===== src/rtl/lcar_pkg.sv =====
`default_nettype none
package lcar_pkg;

   // fixed field widths
   localparam int REQ_TYPE_W   = 2;
   localparam int SCALE_W      = 24;
   localparam int HALF_W       = 8;
   localparam int RAW_W        = 24;
   localparam int FORCE_W      = 28;
   localparam int ADC_BITS_DEF = 24;

   // register reset values
   localparam logic [SCALE_W-1:0] SCALE_RESET = SCALE_W'(1000);
   localparam logic [HALF_W-1:0]  HALF_RESET  = HALF_W'(1);

   // request kinds
   localparam logic [REQ_TYPE_W-1:0] REQ_TICK = 2'd0;
   localparam logic [REQ_TYPE_W-1:0] REQ_READ = 2'd1;
   localparam logic [REQ_TYPE_W-1:0] REQ_TARE = 2'd2;

   // register indexes
   localparam int CSR_ADDR_W = 1;
   localparam logic [CSR_ADDR_W-1:0] CSR_SCALE = 1'b0;
   localparam logic [CSR_ADDR_W-1:0] CSR_HALF  = 1'b1;

   // serial interface status after one tick
   typedef struct packed {
      logic sck;
      logic busy;
      logic finish;
      logic kind;   // 1 tare capture, 0 force read
   } lcar_status_type;

endpackage
`default_nettype wire


===== src/rtl/lcar_serial.sv =====
`default_nettype none
module lcar_serial #(
   parameter int ADC_BITS = lcar_pkg::ADC_BITS_DEF
) (
   input  wire                               clock,
   input  wire                               reset,
   input  wire                               step,
   input  wire [lcar_pkg::REQ_TYPE_W-1:0]    req_type,
   input  wire                               dout_level,
   input  wire [lcar_pkg::HALF_W-1:0]        half_ticks,
   output lcar_pkg::lcar_status_type         status,
   output logic [ADC_BITS-1:0]               word
);

   localparam logic [1:0] PH_IDLE = 2'd0;
   localparam logic [1:0] PH_WAIT = 2'd1;
   localparam logic [1:0] PH_HIGH = 2'd2;
   localparam logic [1:0] PH_LOW  = 2'd3;
   localparam int BIT_W = $clog2(ADC_BITS + 2);
   localparam logic [ADC_BITS-1:0] SIGN_FLIP = {1'b1, {(ADC_BITS-1){1'b0}}};

   logic [1:0]                    phase_ff, phase_in;
   logic                          kind_ff, kind_in;
   logic [BIT_W-1:0]              bit_ff, bit_in;
   logic [lcar_pkg::HALF_W-1:0]   tick_ff, tick_in;
   logic [ADC_BITS-1:0]           shift_ff, shift_in;
   logic [lcar_pkg::HALF_W-1:0]   half;
   logic                          finish;

   always_comb begin
      half     = (half_ticks == '0) ? lcar_pkg::HALF_W'(1) : half_ticks;
      phase_in = phase_ff;
      kind_in  = kind_ff;
      bit_in   = bit_ff;
      tick_in  = tick_ff;
      shift_in = shift_ff;
      finish   = 1'b0;
      case (phase_ff)
         PH_IDLE: begin
            if (req_type == lcar_pkg::REQ_READ || req_type == lcar_pkg::REQ_TARE) begin
               kind_in  = (req_type == lcar_pkg::REQ_TARE);
               phase_in = PH_WAIT;
            end
         end
         PH_WAIT: begin
            if (!dout_level) begin
               phase_in = PH_HIGH;
               tick_in  = lcar_pkg::HALF_W'(1);
               bit_in   = '0;
               shift_in = '0;
            end
         end
         PH_HIGH: begin
            if (tick_ff >= half) begin
               phase_in = PH_LOW;
               tick_in  = lcar_pkg::HALF_W'(1);
            end else begin
               tick_in = tick_ff + lcar_pkg::HALF_W'(1);
            end
         end
         PH_LOW: begin
            if (tick_ff >= half) begin
               // sample after the falling edge
               if (bit_ff < BIT_W'(ADC_BITS)) begin
                  shift_in = {shift_ff[ADC_BITS-2:0], dout_level};
               end
               if (bit_ff == BIT_W'(ADC_BITS)) begin
                  // end of the extra pulse
                  finish   = 1'b1;
                  phase_in = PH_IDLE;
                  bit_in   = '0;
                  tick_in  = '0;
               end else begin
                  bit_in   = bit_ff + BIT_W'(1);
                  phase_in = PH_HIGH;
                  tick_in  = lcar_pkg::HALF_W'(1);
               end
            end else begin
               tick_in = tick_ff + lcar_pkg::HALF_W'(1);
            end
         end
         default: begin
            phase_in = PH_IDLE;
         end
      endcase
   end

   always_ff @(posedge clock) begin
      if (reset) begin
         phase_ff <= PH_IDLE;
         kind_ff  <= 1'b0;
         bit_ff   <= '0;
         tick_ff  <= '0;
         shift_ff <= '0;
      end else if (step) begin
         phase_ff <= phase_in;
         kind_ff  <= kind_in;
         bit_ff   <= bit_in;
         tick_ff  <= tick_in;
         shift_ff <= shift_in;
      end
   end

   assign status.sck    = (phase_in == PH_HIGH);
   assign status.busy   = (phase_in != PH_IDLE);
   assign status.finish = finish;
   assign status.kind   = kind_ff;
   assign word          = shift_ff ^ SIGN_FLIP;

endmodule
`default_nettype wire


===== src/rtl/lcar_div.sv =====
`default_nettype none
module lcar_div #(
   parameter int NUM_W = 30,
   parameter int DEN_W = 25
) (
   input  wire              clock,
   input  wire              reset,
   input  wire              start,
   input  wire [NUM_W-1:0]  num,
   input  wire [DEN_W-1:0]  den,
   output logic             done,
   output logic [NUM_W-1:0] quo
);

   localparam int CNT_W = $clog2(NUM_W + 1);

   logic             busy_ff, busy_in;
   logic             done_ff, done_in;
   logic [CNT_W-1:0] cnt_ff, cnt_in;
   logic [NUM_W-1:0] q_ff, q_in;
   logic [DEN_W-1:0] rem_ff, rem_in;
   logic [DEN_W-1:0] den_ff, den_in;
   logic [DEN_W:0]   rem_shift;
   logic [DEN_W:0]   rem_diff;

   // one restoring step per cycle, numerator bits shift out of q as quotient bits shift in
   always_comb begin
      rem_shift = {rem_ff, q_ff[NUM_W-1]};
      rem_diff  = rem_shift - {1'b0, den_ff};
      busy_in   = busy_ff;
      done_in   = 1'b0;
      cnt_in    = cnt_ff;
      q_in      = q_ff;
      rem_in    = rem_ff;
      den_in    = den_ff;
      if (start) begin
         busy_in = 1'b1;
         cnt_in  = '0;
         q_in    = num;
         rem_in  = '0;
         den_in  = den;
      end else if (busy_ff) begin
         if (!rem_diff[DEN_W]) begin
            rem_in = rem_diff[DEN_W-1:0];
            q_in   = {q_ff[NUM_W-2:0], 1'b1};
         end else begin
            rem_in = rem_shift[DEN_W-1:0];
            q_in   = {q_ff[NUM_W-2:0], 1'b0};
         end
         cnt_in = cnt_ff + CNT_W'(1);
         if (cnt_ff == CNT_W'(NUM_W - 1)) begin
            busy_in = 1'b0;
            done_in = 1'b1;
         end
      end
   end

   always_ff @(posedge clock) begin
      if (reset) begin
         busy_ff <= 1'b0;
         done_ff <= 1'b0;
         cnt_ff  <= '0;
      end else begin
         busy_ff <= busy_in;
         done_ff <= done_in;
         cnt_ff  <= cnt_in;
      end
      q_ff   <= q_in;
      rem_ff <= rem_in;
      den_ff <= den_in;
   end

   assign done = done_ff;
   assign quo  = q_ff;

endmodule
`default_nettype wire


===== src/rtl/load_cell_adc_reader_with_tare.sv =====
// a tick's result stands in the output register the cycle after its transfer; the
// tick that ends a force read waits for the bit-serial divider, one quotient bit a cycle, and
// has its result registered once the divider reports done
// one tick per cycle while the output register can drain; req_tready stays low while the
// divider runs, so no tick enters after a force read until the divide has finished
// reset: synchronous active high; idle, tare/result/error cleared, scale 1000, half period 1
`default_nettype none
module load_cell_adc_reader_with_tare #(
   parameter int ADC_BITS = lcar_pkg::ADC_BITS_DEF
) (
   input  wire                                 clock,
   input  wire                                 reset,
   // tick channel
   input  wire                                 req_tvalid,
   output logic                                req_tready,
   input  wire [7:0]                           req_tdata,  // [0] dout_level, [7:1] zero
   input  wire [lcar_pkg::REQ_TYPE_W-1:0]      req_tuser,  // [1:0] req_type
   // result channel
   output logic                                rsp_tvalid,
   input  wire                                 rsp_tready,
   // [0] sck_level, [1] busy_res, [2] result_valid, [3] tare_done, [27:4] raw_code,
   // [55:28] force_res, [56] weight_error, [63:57] zero
   output logic [63:0]                         rsp_tdata,
   // register writes
   input  wire                                 csr_we,
   input  wire [lcar_pkg::CSR_ADDR_W-1:0]      csr_addr,
   input  wire [lcar_pkg::SCALE_W-1:0]         csr_wdata
);

   // numerator net*20 + scale must fit, plus one bit of headroom
   localparam int NUM_W = ((ADC_BITS + 5 > lcar_pkg::SCALE_W) ? ADC_BITS + 5
                                                               : lcar_pkg::SCALE_W) + 1;
   localparam int DEN_W = lcar_pkg::SCALE_W + 1;
   localparam int QX_W  = (NUM_W > lcar_pkg::FORCE_W) ? NUM_W : lcar_pkg::FORCE_W;
   localparam int RAW_X = (ADC_BITS > lcar_pkg::RAW_W) ? ADC_BITS : lcar_pkg::RAW_W;

   // sequencer codes
   localparam logic [1:0] S_RUN  = 2'd0;
   localparam logic [1:0] S_PREP = 2'd1;
   localparam logic [1:0] S_DIV  = 2'd2;

   logic [1:0]                      state_ff, state_in;
   logic [lcar_pkg::SCALE_W-1:0]    scale_ff;
   logic [lcar_pkg::HALF_W-1:0]     half_ff;
   logic [ADC_BITS-1:0]             tare_ff;
   logic [lcar_pkg::RAW_W-1:0]      last_raw_ff;
   logic [lcar_pkg::FORCE_W-1:0]    last_force_ff;
   logic                            error_ff;
   logic [ADC_BITS-1:0]             net_ff;
   logic                            below_ff;

   // output register
   logic                            rsp_valid_ff;
   logic                            rsp_sck_ff, rsp_busy_ff, rsp_done_ff, rsp_tared_ff;
   logic [lcar_pkg::RAW_W-1:0]      rsp_raw_ff;
   logic [lcar_pkg::FORCE_W-1:0]    rsp_force_ff;
   logic                            rsp_err_ff;

   logic                            req_accept;
   lcar_pkg::lcar_status_type       status;
   logic [ADC_BITS-1:0]             word;
   logic [RAW_X-1:0]                word_x;
   logic [lcar_pkg::RAW_W-1:0]      word_raw;
   logic [lcar_pkg::SCALE_W-1:0]    div_eff;
   logic [NUM_W-1:0]                num;
   logic [DEN_W-1:0]                den;
   logic                            div_start;
   logic                            div_done;
   logic [NUM_W-1:0]                quo;
   logic [QX_W-1:0]                 quo_x;
   logic [lcar_pkg::FORCE_W-1:0]    force_sat;
   logic                            read_end;

   // a new tick can enter while the previous result is being drained
   assign req_tready = (state_ff == S_RUN) && (!rsp_valid_ff || rsp_tready);
   assign req_accept = req_tvalid && req_tready;

   lcar_serial #(
      .ADC_BITS (ADC_BITS)
   ) u_serial (
      .clock      (clock),
      .reset      (reset),
      .step       (req_accept),
      .req_type   (req_tuser),
      .dout_level (req_tdata[0]),
      .half_ticks (half_ff),
      .status     (status),
      .word       (word)
   );

   assign word_x   = RAW_X'(word);
   assign word_raw = word_x[lcar_pkg::RAW_W-1:0];
   assign read_end = req_accept && status.finish && !status.kind;

   // rounded divide: (net*20 + d) / (2*d), zero scale counts as one
   assign div_eff   = (scale_ff == '0) ? lcar_pkg::SCALE_W'(1) : scale_ff;
   assign num       = (NUM_W'(net_ff) << 4) + (NUM_W'(net_ff) << 2) + NUM_W'(div_eff);
   assign den       = {div_eff, 1'b0};
   assign div_start = (state_ff == S_PREP);

   lcar_div #(
      .NUM_W (NUM_W),
      .DEN_W (DEN_W)
   ) u_div (
      .clock (clock),
      .reset (reset),
      .start (div_start),
      .num   (num),
      .den   (den),
      .done  (div_done),
      .quo   (quo)
   );

   // saturate to the force field
   assign quo_x     = QX_W'(quo);
   assign force_sat = (quo_x > QX_W'({lcar_pkg::FORCE_W{1'b1}})) ? {lcar_pkg::FORCE_W{1'b1}}
                                                                  : quo_x[lcar_pkg::FORCE_W-1:0];

   always_comb begin
      state_in = state_ff;
      case (state_ff)
         S_RUN: begin
            if (read_end) begin
               state_in = S_PREP;
            end
         end
         S_PREP: begin
            state_in = S_DIV;
         end
         S_DIV: begin
            if (div_done) begin
               state_in = S_RUN;
            end
         end
         default: begin
            state_in = S_RUN;
         end
      endcase
   end

   always_ff @(posedge clock) begin
      if (reset) begin
         state_ff      <= S_RUN;
         scale_ff      <= lcar_pkg::SCALE_RESET;
         half_ff       <= lcar_pkg::HALF_RESET;
         tare_ff       <= '0;
         last_raw_ff   <= '0;
         last_force_ff <= '0;
         error_ff      <= 1'b0;
         rsp_valid_ff  <= 1'b0;
      end else begin
         state_ff <= state_in;

         if (csr_we) begin
            case (csr_addr)
               lcar_pkg::CSR_SCALE: scale_ff <= csr_wdata;
               lcar_pkg::CSR_HALF:  half_ff  <= csr_wdata[lcar_pkg::HALF_W-1:0];
               default: begin
               end
            endcase
         end

         // a finished conversion updates the raw word; tare capture also stores it
         if (req_accept && status.finish) begin
            last_raw_ff <= word_raw;
            if (status.kind) begin
               tare_ff <= word;
            end
         end

         if (div_done) begin
            last_force_ff <= force_sat;
            error_ff      <= below_ff && (force_sat != '0);
         end

         // output transfer bookkeeping
         if ((req_accept && !read_end) || div_done) begin
            rsp_valid_ff <= 1'b1;
         end else if (rsp_tready) begin
            rsp_valid_ff <= 1'b0;
         end
      end
   end

   // payload registers
   always_ff @(posedge clock) begin
      if (read_end) begin
         below_ff <= (word < tare_ff);
         net_ff   <= (word >= tare_ff) ? (word - tare_ff) : (tare_ff - word);
      end
      if (div_done) begin
         // the read ended with the clock low and the interface idle
         rsp_sck_ff   <= 1'b0;
         rsp_busy_ff  <= 1'b0;
         rsp_done_ff  <= 1'b1;
         rsp_tared_ff <= 1'b0;
         rsp_raw_ff   <= last_raw_ff;
         rsp_force_ff <= force_sat;
         rsp_err_ff   <= below_ff && (force_sat != '0);
      end else if (req_accept && !read_end) begin
         rsp_sck_ff   <= status.sck;
         rsp_busy_ff  <= status.busy;
         rsp_done_ff  <= 1'b0;
         rsp_tared_ff <= status.finish && status.kind;
         rsp_raw_ff   <= status.finish ? word_raw : last_raw_ff;
         rsp_force_ff <= last_force_ff;
         rsp_err_ff   <= error_ff;
      end
   end

   assign rsp_tvalid = rsp_valid_ff;
   assign rsp_tdata  = {7'b0, rsp_err_ff, rsp_force_ff, rsp_raw_ff,
                        rsp_tared_ff, rsp_done_ff, rsp_busy_ff, rsp_sck_ff};

   // the divider only reports a quotient while the sequencer waits for it
   a_div_done_in_div: assert property (@(posedge clock) disable iff (reset)
      div_done |-> (state_ff == S_DIV))
      else $error("divider finished outside the divide phase");

   // a tick that ends a force read always starts the divide
   a_read_starts_div: assert property (@(posedge clock) disable iff (reset)
      read_end |=> (state_ff == S_PREP))
      else $error("force read end did not start the divide");

   // a completed result leaves the interface idle with the clock low
   a_done_idle: assert property (@(posedge clock) disable iff (reset)
      (rsp_valid_ff && (rsp_done_ff || rsp_tared_ff)) |-> (!rsp_busy_ff && !rsp_sck_ff))
      else $error("completion reported while the interface is busy");

   // the error flag never stands with a zero force
   a_err_nonzero: assert property (@(posedge clock) disable iff (reset)
      rsp_valid_ff |-> !(rsp_err_ff && (rsp_force_ff == '0)))
      else $error("weight error with zero force");

endmodule
`default_nettype wire


===== config.mk =====
export PLATFORM = sky130hd
export DESIGN_NAME = load_cell_adc_reader_with_tare
export DESIGN_NICKNAME = d
export VERILOG_FILES = /design/src/rtl/lcar_pkg.sv /design/src/rtl/lcar_serial.sv /design/src/rtl/lcar_div.sv /design/src/rtl/load_cell_adc_reader_with_tare.sv
export SDC_FILE = /design/constraint.sdc
export NUM_CORES = 1
export LEC_CHECK = 0
export BUFFER_PORTS_ARGS = -buffer_cell sky130_fd_sc_hd__buf_4
export CORE_MARGIN = 2
export CORE_UTILIZATION = 56
export DETAILED_ROUTE_END_ITERATION = 10
export GPL_ROUTABILITY_DRIVEN = 0
export PLACE_DENSITY = 0.81
export SYNTH_ARGS = -nofsm -noshare
export SYNTH_HDL_FRONTEND = slang
export SYNTH_SLANG_ARGS = --single-unit

===== constraint.sdc =====
create_clock -name clock -period 3.5 [get_ports clock]
set_input_delay 0.7 -clock clock [delete_from_list [all_inputs] [get_ports clock]]
set_output_delay 0.7 -clock clock [all_outputs]
set_load 0.005 [all_outputs]

== Word level (Yosys, flattened, before mapping) ==
Cells that the tools add are included.

* Register bits after elaboration: 320
* Input bits: 40
* Word-level logic and storage cells: 139

* $add $sub $neg: 8
* $lt $le $gt $ge: 5
* Eq/ne operators: 15
* Muxes and demuxes: 46
* Bitwise logic cells: 3
* Reduce and logical (&&, ||, !) cells: 34

{| class="wikitable"
|+ Operator list
! kind !! count
|-
| $mux 24 || 8
|-
| $mux 28 || 3
|-
| $mux 30 || 2
|-
| $pmux 24 s2 || 1
|-
| $sub 24x24->24 || 2
|-
| $mux 8 || 4
|-
| $add 29x24->30 || 1
|-
| $gt 30x28->1 const B || 1
|-
| $add 28x26->29 || 1
|-
| $reduce_bool 28->1 || 1
|-
| $sub 26x25->26 || 1
|-
| $mux 25 || 1
|-
| $ge 24x24->1 || 1
|-
| $logic_not 24->1 || 1
|-
| $lt 24x24->1 || 1
|-
| $pmux 8 s3 || 1
|-
| $mux 5 || 3
|-
| $mux 2 || 7
|-
| $mux 1 || 13
|-
| $add 5x1->5 const B || 2
|-
| $eq 2x2->1 const B || 5
|-
| $eq 5x5->1 const B || 2
|-
| $pmux 5 s2 || 1
|-
| $reduce_bool 2->1 || 5
|-
| other kinds (21) || 43
|}

== Depth between registers and ports, before layout ==
* Depth after elaboration: 11
* Depth in mapped cells: 14

== Cells and area by module ==
Synthesis repeated with hierarchy kept, for this count alone.

* Cell total of the unflattened synthesis: 1,950
* Area, all modules: 18,451.4 um^2

{| class="wikitable"
|+ Modules (own cells, without submodules)
! module !! instances !! cells each !! area an instance (um^2) !! sequential area each (um^2)
|-
| load_cell_adc_reader_with_tare || 1 || 1,229 || 11,242.0 || 4,664.5
|-
| lcar_div || 1 || 445 || 4,753.3 || 2,292.2
|-
| lcar_serial || 1 || 276 || 2,456.1 || 800.8
|}

== Worst setup path before layout ==
No wires, ideal clock.

* Path kind: reg-to-reg
* From: register half_ff[3] (netlist name)
* To: register rsp_err_ff, enable pin
* Library setup time: 0.413 ns
* Arrival time: 3.144 ns
* Required time: 3.087 ns
* Path slack: -0.057 ns
* Stages on the path, launching flop included: 11
* Path buffers: 0
* Period minus slack after synthesis: 3.557 ns
* Path through: dfxtp_1 > nor4_1 > a41o_1 > ha_1 > nand2b_1 > a21o_1 > a21oi_1 > o21ai_0 > o211ai_1 > o21ai_0 > nand2_1

* Longest elaborated chain between the ends: 10

{| class="wikitable"
|+ Ends and longest elaborated chain
! element !! RTL line !! text
|-
| start, declared || load_cell_adc_reader_with_tare.sv:44 || <nowiki>logic [lcar_pkg::HALF_W-1:0] half_ff;</nowiki>
|-
| start signal, assigned || load_cell_adc_reader_with_tare.sv:145 || <nowiki>half_ff <= lcar_pkg::HALF_RESET;</nowiki>
|-
| start signal, assigned || load_cell_adc_reader_with_tare.sv:157 || <nowiki>lcar_pkg::CSR_HALF: half_ff <= csr_wdata[lcar_pkg::HALF_W-1:0];</nowiki>
|-
| $logic_not 8->1 || lcar_serial.sv:31 || <nowiki>half = (half_ticks == '0) ? lcar_pkg::HALF_W'(1) : half_ticks;</nowiki>
|-
| $mux 8 * || lcar_serial.sv:31 ||
|-
| $ge 8x8->1 * || lcar_serial.sv:62 || <nowiki>if (tick_ff >= half) begin</nowiki>
|-
| $mux 1 * || lcar_serial.sv:62 ||
|-
| $mux 1 * || lcar_serial.sv:38 || <nowiki>case (phase_ff)</nowiki>
|-
| $logic_and 1x1->1 * (2 in a row) || load_cell_adc_reader_with_tare.sv:93 || <nowiki>assign read_end = req_accept && status.finish && !status.kind;</nowiki>
|-
| $logic_not 1->1 * || load_cell_adc_reader_with_tare.sv:200 || <nowiki>end else if (req_accept && !read_end) begin</nowiki>
|-
| $logic_and 1x1->1 * || load_cell_adc_reader_with_tare.sv:200 ||
|-
| $reduce_bool 2->1 (no line) * || n/a ||
|-
| end signal, assigned || load_cell_adc_reader_with_tare.sv:199 || <nowiki>rsp_err_ff <= below_ff && (force_sat != '0);</nowiki>
|-
| end signal, assigned || load_cell_adc_reader_with_tare.sv:207 || <nowiki>rsp_err_ff <= error_ff;</nowiki>
|-
| end, declared || load_cell_adc_reader_with_tare.sv:57 || <nowiki>logic rsp_err_ff;</nowiki>
|}

Mark *: on every way between the ends. The rest lies on a longest branch, timed or not.
A chain may end at the register's enable or synchronous reset.

== Worst setup path after layout ==
* From: register net_ff[2]
* To: register u_div.q_ff[28] (netlist: u_div.quo[28]), data pin

* Longest elaborated chain between the ends: 3

{| class="wikitable"
|+ Ends and longest elaborated chain
! element !! RTL line !! text
|-
| start, declared || load_cell_adc_reader_with_tare.sv:49 || <nowiki>logic [ADC_BITS-1:0] net_ff;</nowiki>
|-
| start signal, assigned || load_cell_adc_reader_with_tare.sv:189 || <nowiki>net_ff <= (word >= tare_ff) ? (word - tare_ff) : (tare_ff - word);</nowiki>
|-
| $add 28x26->29 || load_cell_adc_reader_with_tare.sv:97 || <nowiki>assign num = (NUM_W'(net_ff) << 4) + (NUM_W'(net_ff) << 2) + NUM_W'(div_eff);</nowiki>
|-
| $add 29x24->30 || load_cell_adc_reader_with_tare.sv:97 ||
|-
| $mux 30 || lcar_div.sv:36 || <nowiki>if (start) begin</nowiki>
|-
| via u_div.q_in[28] || lcar_div.sv:20 || <nowiki>logic [NUM_W-1:0] q_ff, q_in;</nowiki>
|-
| end signal, assigned || lcar_div.sv:68 || <nowiki>q_ff <= q_in;</nowiki>
|-
| end, declared || lcar_div.sv:20 ||
|}

The timed path passes the listed nets, and every way through them passes these cells.

==> flow_metrics.py <==
metrics = {
    "pwr": {
        "total_power_w": 0.00860,
        "clockPowerShare_pct": 43.4,
        "p_leak_nw": 8.16,
        "combPwrFrac_pct": 9.5,
        "switchingPower_w": 0.00201,
        "p_seq_share_pct": 47.1,
        "switching_share_pct": 23.3,
        "p_per_area_nw_per_um2": 430,
        "p_int_w": 0.00660,
        "ir_drop_v": 0.000527,
    },
    "place": {
        "place_hpwl_mm": 28.4,
        "portBuffers": 91,
        "pre_cts_ws_ns": -0.0565,
    },
    "cts": {
        "clk_path_buf_depth": 3,
        "h-tree-depth": 2,
        "clock-root-buffer": "clkbuf_16",
        "clock_latency_ns": 0.52,
        "numClockSinks": 320,
        "cts_buffers": 35,
        "path_clk_slew_ns": 0.06,
        "cts_tree": "done",
        "cts_hold_repair.buffers": 0,
    },
    "floorplanning": {
        "die_area_um2": 32800,
        "row_count": 64,
        "io_pins": 106,
        "start_util_pct": 57.1,
        "die_h_um": 181,
        "fp.dieW_um": 181,
        "core_area_um2": 30700,
    },
    "drt": {
        "drc_errors": 0,
        "drtPass1Iterations": 6,
        "antenna_left": 0,
        "viasPerCell": 5.86,
        "routedWlPerCell_um": 16.7,
        "routed_wl_mm": 40.0,
        "drtIter0Drc": 1023,
        "routed-via-count": 13989,
    },
    "logic_synthesis": {
        "syn_inst": 1890,
        "synth-async-reset-ratio_pct": 0,
        "synth_enable_flop_cells": 132,
        "synthDistinctLibCells": 79,
        "synthFlopType": "dfxtp_1",
        "yosys_warnings": 0,
        "yosys.area.top_type": "edfxtp_1",
        "netlist.area_leader.share_pct": 22.6,
        "synth-seq-cells": 320,
        "syn_area_per_cell_um2": 9.28,
        "seq_area_frac_synth_pct": 44.0,
        "syn_area_um2": 17500,
        "synth_area_leaders": "edfxtp_1, dfxtp_1, ha_1, nand2_1, a21oi_1",
    },
    "finish": {
        "final_cell_mix": "nand2_1, dfxtp_1, a21oi_1",
        "final_nets": 2142,
        "layout_commonest_cell": "nand2_1",
        "drive_above_1_share_pct": 13.9,
        "seqCellArea_um2": 7730,
        "post-route-util_pct": 65.1,
        "fillers": 2399,
        "multi_input_area_um2": 8920,
        "antennaDiodeCount": 0,
        "area_growth_pct": 14.0,
    },
    "worst_setup_path": {
        "critical_path_buf_inv_count": 2,
        "crit-reg2reg-launch": "net_ff[2]",
        "worst_setup_path_end_kind": "flop",
        "path_cells": "buf_4, fa_1, ha_1, a21oi_1, nor2b_1, o31ai_2, a21oi_2, o41ai_2, buf_4, nor2_1, o311a_1, o21ai_1, o21ai_0",
        "worst_path_max_delay_cell": "fa_1",
        "crit_start": "net_ff[2]",
        "start_kind": "flop",
        "cp_max_fo": 3,
        "cp_slowest_stage_delay_ns": 0.47,
        "critPathRequiredTime_ns": 3.72,
        "crit_type": "reg -> reg",
        "cpLargestDelayFamily": "compound AO/OA/AOI/OAI gates",
        "worstPathArrival_ns": 3.56,
        "crit_top_cell": "buf_4",
    },
    "timing": {
        "slew_viol_final": 0,
        "layout_setup_ws_ns": 0.154,
        "max_freq_ghz": 0.299,
        "skew_ns": 0.0271,
        "fin_crit_sh_pct": 95.6,
        "hold_viol_final": 0,
        "max_slew_margin_pct": 33.7,
        "period_needed_ns": 3.35,
        "worst_pin_slew_ns": 0.994,
        "fin_tns_setup_ns": 0,
        "setup_violations": 0,
    },
    "global_routing": {
        "grt_overflow": 0,
        "antenna_found_initial": 0,
        "grt_pass1_wl_mm": 65.8,
        "grt_max_degree": 75,
        "grt_pass1_vias": 13276,
        "grt_usage_pct": 24.1,
    },
    "status": {
        "status": "completed",
    },
    "hold_path": {
        "min_path_type": "in -> reg",
        "hp-start": "csr_wdata[21]",
    },
    "run": {
        "cap_violations": 0,
    },
}
-- power by group through the flow --
stage          sequential [W]  clock [W]  combinational [W]
2_1_floorplan         0.00410          0           0.000592
3_3_place_gp          0.00412          0           0.000768
3_5_place_dp          0.00413          0           0.000794
4_1_cts               0.00405    0.00378           0.000803
5_1_grt               0.00406    0.00390           0.000907
6_report              0.00405    0.00373           0.000820
-- path summary, 6_finish.rpt --
kind / to / slack [ns] / cells past startpoint
hold reg to reg: last_raw_ff[12] / 0.45 / 2
hold / removal: scale_ff[21] / 0.45 / 3
setup / recovery: u_div.quo[28] / 0.15 / 13
setup reg to reg: u_div.quo[28] / 0.15 / 13
-- routing by layer --
layer	routed length [um]	track usage [%]	part of all wire (%)
met1	17500	32.1	44
met3	2400	3.16	6.0
met5	0	0	0
met2	18400	39.9	46
met4	1640	9.82	4.1
-- synthesized netlist by cell type (14+ instances only) --
library cell	number
a211oi_1	17
mux2_2	23
clkbuf_1	96
o22a_1	27
dfxtp_1	188
ha_1	113
a21o_1	39
nand3_1	75
edfxtp_1	132
fa_1	24
nor2_1	69
nor3_1	29
mux2i_1	22
xor2_1	35
nor4_1	14
nand2_1	274
o21ai_0	91
a21oi_1	188
xnor2_1	30
buf_4	14
nand4_1	20
inv_1	110
nor2b_1	50
nand2b_1	23
-- stage by stage --
step | cells | instance area, um2 | hold WS [ns]
after floorplan | 1896 | 17600 | 0.423
after global placement | 2320 | 18700 | 0.439
after detailed placement | 2320 | 18700 | 0.449
after CTS | 2382 | 19900 | 0.435
after global routing | 2386 | 20000 | 0.453
final | 2386 | 20000 | 0.453
-- registers in the layout (all words and copies together), names as in the netlist, 25 cells and up --
signal         count
rsp_force_ff      28
u_div.rem_ff      25
last_force_ff     28
u_div.quo         30
-- cell type report --
| type | instances | share of cell area, % |
|---|---|---|
| clock inverters | 13 | 0.675 |
| flip-flops and latches | 320 | 38.6 |
| clock buffers | 49 | 5.25 |
| multi-input cells | 1334 | 44.6 |
| repair buffers | 164 | 6.34 |
| inverters | 110 | 2.06 |
| well taps | 396 | 2.48 |
-- worst min-delay path: stages --
cell and delay [ns]:
buf_4 0.11, nand2_1 0.05, a21oi_1 0.05
-- what timing repair did --
item / 4_1_cts / 5_1_grt
pin swaps: 0 / 12
endpoints found under the setup margin: 2 / 10
buffers inserted: 0 / 4
gates resized for setup: 2 / 15
hold endpoints to repair: 0 / 0
-- cell families after synthesis --
group | Yosys count | share of synthesized area [%]
fa+ha+maj | 137 | 10.8
compound gates | 471 | 17.1
xor+xnor | 66 | 3.34
flops | 320 | 44.0
mux | 45 | 2.73
other cells | 1 | 0.0214
buf+inv | 242 | 5.76
simple gates | 608 | 16.3
Power figures use the tool's default switching activity.
